<file path="src/rtl/cgc_pkg.sv">
`timescale 1ns / 1ps
// ----------------------------------------------------------------------------
// cgc_pkg
// Shared types and constants of the iteration count gradient colorizer.
// ----------------------------------------------------------------------------
package cgc_pkg;

	// palette
	localparam int STOP_COUNT = 10;
	localparam int STOP_IDX_W = 4;
	localparam int COLOR_W    = 32;
	localparam int CHAN_W     = 8;
	localparam int CHAN_N     = COLOR_W / CHAN_W;
	localparam logic [CHAN_W-1:0] CHAN_MAX = 8'hFF;

	// item codes
	localparam logic MODE_COLOR = 1'b0;
	localparam logic MODE_STOP  = 1'b1;

	// iteration limit and segment length (limit / 10)
	localparam int MAXIT_W = 16;
	localparam logic [MAXIT_W-1:0] MAXIT_RESET = 16'd100;
	localparam int SEG_W = 13;
	localparam logic [SEG_W-1:0] SEG_RESET = 13'd10;
	// x / 10 == (x * 52429) >> 19 for every 16-bit x
	localparam logic [MAXIT_W-1:0] SEG_RECIP = 16'd52429;
	localparam int SEG_SHIFT = 19;

	// interpolation datapath
	localparam int OFS_W      = MAXIT_W;
	localparam int NUM_W      = OFS_W + CHAN_W;
	localparam int DIV_STAGES = 3;
	localparam int DIV_STEPS  = 4;
	localparam int QUO_W      = DIV_STAGES * DIV_STEPS;
	localparam int ACC_W      = QUO_W + 2;

	typedef logic [CHAN_N-1:0][CHAN_W-1:0] chan_vec_t;
	typedef logic [CHAN_N-1:0][NUM_W-1:0]  num_vec_t;
	typedef logic [CHAN_N-1:0][QUO_W-1:0]  quo_vec_t;

	// control and base colour that travel beside the divider
	typedef struct packed {
		logic              vld;
		logic              in_set;
		logic              blank;
		chan_vec_t         base;
		logic [CHAN_N-1:0] neg;
	} cgc_side_t;

endpackage

</file>
<file path="src/rtl/cgc_div.sv">
`timescale 1ns / 1ps
// ----------------------------------------------------------------------------
// cgc_div
// Pipelined restoring divider, one lane per colour channel, shared divisor.
// ----------------------------------------------------------------------------
module cgc_div (
	input  logic                                 clk,
	input  logic [cgc_pkg::DIV_STAGES-1:0]       en,
	input  cgc_pkg::num_vec_t                    num,
	input  logic [cgc_pkg::SEG_W-1:0]            den,
	output cgc_pkg::quo_vec_t                    quo,
	output logic [cgc_pkg::CHAN_N-1:0]           rem_nz
);

	localparam int NW = cgc_pkg::NUM_W;
	localparam int QW = cgc_pkg::QUO_W;
	localparam int NS = cgc_pkg::DIV_STAGES;
	localparam int NST = cgc_pkg::DIV_STEPS;
	localparam int CN = cgc_pkg::CHAN_N;

	cgc_pkg::num_vec_t rem_s [NS];
	cgc_pkg::quo_vec_t quo_s [NS];

	for (genvar st = 0; st < NS; st++) begin : g_stage
		cgc_pkg::num_vec_t rem_in;
		cgc_pkg::quo_vec_t quo_in;
		cgc_pkg::num_vec_t rem_d;
		cgc_pkg::quo_vec_t quo_d;

		if (st == 0) begin : g_first
			assign rem_in = num;
			assign quo_in = '0;
		end else begin : g_next
			assign rem_in = rem_s[st-1];
			assign quo_in = quo_s[st-1];
		end

		// quotient bits from the top down, DIV_STEPS per stage
		always_comb begin
			logic [NW:0] trial;
			rem_d = rem_in;
			quo_d = quo_in;
			for (int c = 0; c < CN; c++) begin
				for (int i = 0; i < NST; i++) begin
					trial = (NW+1)'(den) << (QW - 1 - st * NST - i);
					if ({1'b0, rem_d[c]} >= trial) begin
						rem_d[c] = rem_d[c] - trial[NW-1:0];
						quo_d[c][QW-1-st*NST-i] = 1'b1;
					end
				end
			end
		end

		always_ff @(posedge clk) begin
			if (en[st]) begin
				rem_s[st] <= rem_d;
				quo_s[st] <= quo_d;
			end
		end
	end

	assign quo = quo_s[NS-1];

	always_comb begin
		for (int c = 0; c < CN; c++) begin
			rem_nz[c] = |rem_s[NS-1][c];
		end
	end

endmodule

</file>
<file path="config.mk">
export PLATFORM = sky130hd
export DESIGN_NAME = cgc_div
export DESIGN_NICKNAME = d
export VERILOG_FILES = /design/src/rtl/cgc_pkg.sv /design/src/rtl/cgc_div.sv
export SDC_FILE = /design/constraint.sdc
export NUM_CORES = 2
export LEC_CHECK = 0
export BUFFER_PORTS_ARGS = -buffer_cell sky130_fd_sc_hd__buf_4
export CAP_MARGIN = 40
export CORE_ASPECT_RATIO = 1.4
export CORE_UTILIZATION = 44
export CTS_CLUSTER_DIAMETER = 100
export DETAILED_ROUTE_END_ITERATION = 10
export SYNTH_ARGS = -nofsm -noshare
export SYNTH_HDL_FRONTEND = slang
export SYNTH_SLANG_ARGS = --single-unit
</file>
<file path="constraint.sdc">
create_clock -name clk -period 15.7 [get_ports clk]
set_clock_uncertainty 0.1 [all_clocks]
set_input_delay 1.57 -clock clk [delete_from_list [all_inputs] [get_ports clk]]
set_output_delay 1.57 -clock clk [all_outputs]
set_load 0.05 [all_outputs]
</file>
==> out/qor.txt <==
Status: complete, no violations
CP dominant cell by count: a21oi_1
Max Slew Vio Count: 0
Syn Area/Cell: 8.04 um^2
Die Y: 417 um
Placed insts: 8444
Starting density of the core: 0.446
Routed Wire Length: 166000 um
IO Pins: 165
CP required: 15.98 ns
Met3 GRT Util: 0.0252
Total global-route track usage: 0.259
Global Route met2 Usage: 0.452
Synthesis-to-finish area growth: 9.48%
FMAX: 68.9 MHz
Slowest cell on crit path: buf_4
DR pass1 iterations: 6
Post-synthesis sequential area ratio: 0.213
Largest net degree at the start of global routing: 64
First-pass GRT wire length: 259000 um
Startpoint Class: input pin
WS Path Type: in -> reg
CP top delay family: compound AO/OA/AOI/OAI gates
Hpwl dp: 132000 um
Root Buffer: clkbuf_16
H-tree levels: 2
Synth top area share: 0.213
Number of fill cells: 11800
Synth top area cells: edfxtp_1 21%, ha_1 14%, a21oi_1 5.5%
Most common cell in the netlist: ha_1
Headroom to the max-slew limit: 0.353
Core area: 121000 um^2
Vias in the first global route: 48200
Max clock buf depth: 3
Netlist cell types: 118
Endpoints failing hold: 0
Initial antenna violation count: 5
Hold-fix buffers, CTS: 0
RSZ-0062 raised after global routing: false
Slew of the pin with the lowest slew margin: 0.962 ns
GRT busiest layer: met2
Share of cells above drive strength 1: 0.0962
Post-synth EDFFs: 384
Post-DRT Antenna Nets: 0
# rows: 151
Worst path max stage delay: 0.53 ns
TritonCTS clock tree: yes
Synth top cells by count: 624 x ha_1, 595 x a21oi_1, 594 x nand2_1, 591 x nor2_1, 499 x o21ai_0
Ys async rst share: 0
Clk_lat worst skew: 0.65 ns
HP Class: reg -> reg
Setup TNS: 0 ns
Post-DR vias/cell: 5.90
Fin area: 59300 um^2
Critical Path End Type: register
Buf/Inv on CP: 7
Met1 usage: 0.323
FF+latch area: 11500 um^2
Remaining global-route overflow: 0
Yosys warning count: 0
Synthesized net count: 7517
Fin crit share: 0.924
Seq cells post-synth: 384
Worst path arrival time: 14.79 ns
TritonCTS Buffers: 50
Max-cap viol count: 0
Die width: 298 um
Main synth FF type: edfxtp_1
Nets: 7680
Final core utilization: 0.488
Clk sink count: 384
Routability cong.: 0.966
Clock Pin Slew Worst Setup and Hold Paths: 0.06 ns
DR vias: 50400
Die ar.: 124000 um^2
Finished Layout Cells: 8546
Wire length per cell: 19.4 um
Area occupied by multi-input gates: 40300 um^2
IO Port Bufs: 164
Synthesized instance count: 6732
Setup violations, final: 0
Drt first-iter violations: 2682
Tmin final: 14.51 ns
DRC: 0
Placement Cell Area: 57600 um^2
R2r setup slk: 2.47 ns
Maximum fanout along the worst path: 26
Cell Area, Synth: 54100 um^2
Yosys top cell by area: edfxtp_1
metal layers:
metal,share of wire,wire length [um]
met3,0.040,6700
met5,0,0
met4,0.047,7800
met1,0.44,72800
met2,0.47,78700
cell type report:
class                      instances  area share
clock inverter                    40     0.00534
antenna                            3    0.000127
sequential                       384       0.195
inverter                         440      0.0282
clock buffer                      54      0.0214
multi-input combinational       5751       0.681
tap                             1606      0.0339
timing repair buffer             268      0.0359
placed cells by master (no fill, tap or decap), types with 18 or more instances in the layout:
master       n
a211o_1     23
a211oi_1    50
a21boi_0    94
a21o_1     225
a21oi_1    595
a31oi_1     39
and2_1      56
and3_1      51
buf_4      248
clkbuf_16   50
clkinv_2    20
edfxtp_1   384
fa_1        48
ha_1       624
inv_1      418
mux2_2     177
mux2i_1     64
nand2_1    594
nand2b_1   110
nand3_1    143
nand3b_1    18
nand4_1    136
nor2_1     590
nor2b_1    105
nor3_1     127
nor4_1      89
o211ai_1    54
o21a_1      80
o21ai_0    498
o21ai_1     28
o21bai_1    76
o31a_1      21
o31ai_1     91
or2_2       38
or3_1       52
or4_1       27
xnor2_1    335
xor2_1     162
registers in the layout, summed over array words and instances, names as in the netlist:
signal  cells
rem_s     288
quo_s      96
metrics by stage:
| stage | setup slack, ns | hold WS [ns] |
|---|---|---|
| finish | 1.19 | 0.311 |
| global route | 0.0223 | 0.315 |
| CTS | 1.14 | 0.315 |
| detailed placement | 0.487 | 0.305 |
| global placement | 0.463 | 0.300 |
| floorplan | 0.401 | 0.300 |
logic make-up (layout without fill, tap and decap cells):
family	count (synthesis)	count (layout)	synth area share
xor+xnor	497	497	0.0804
fa+ha+maj	672	672	0.162
other cells	0	3	0
flops	384	384	0.213
mux	245	245	0.0497
simple gates	2253	2253	0.207
buf+inv	597	802	0.0431
compound gates	2084	2084	0.245
final timing paths:
path,depth (start not counted),start,to
worst min-delay path,0,quo_s[0][68]$_DFFE_PP_,quo_s[0][116]$_DFFE_PP_
worst max register to register,56,rem_s[0][32]$_DFFE_PP_,rem_s[0][131]$_DFFE_PP_
worst min register to register,0,quo_s[0][68]$_DFFE_PP_,quo_s[0][116]$_DFFE_PP_
worst max-delay path,58,den[10],rem_s[0][131]$_DFFE_PP_
timing repair:
item / 4_1_cts / 5_1_grt
resized for setup: 0 / 5
buffers inserted: 0 / 3
endpoints found under the setup margin: 0 / 42
Power is left out: the tool's default activity adds up to more than one toggle a clock period on the data nets, which glitch-free logic cannot reach.
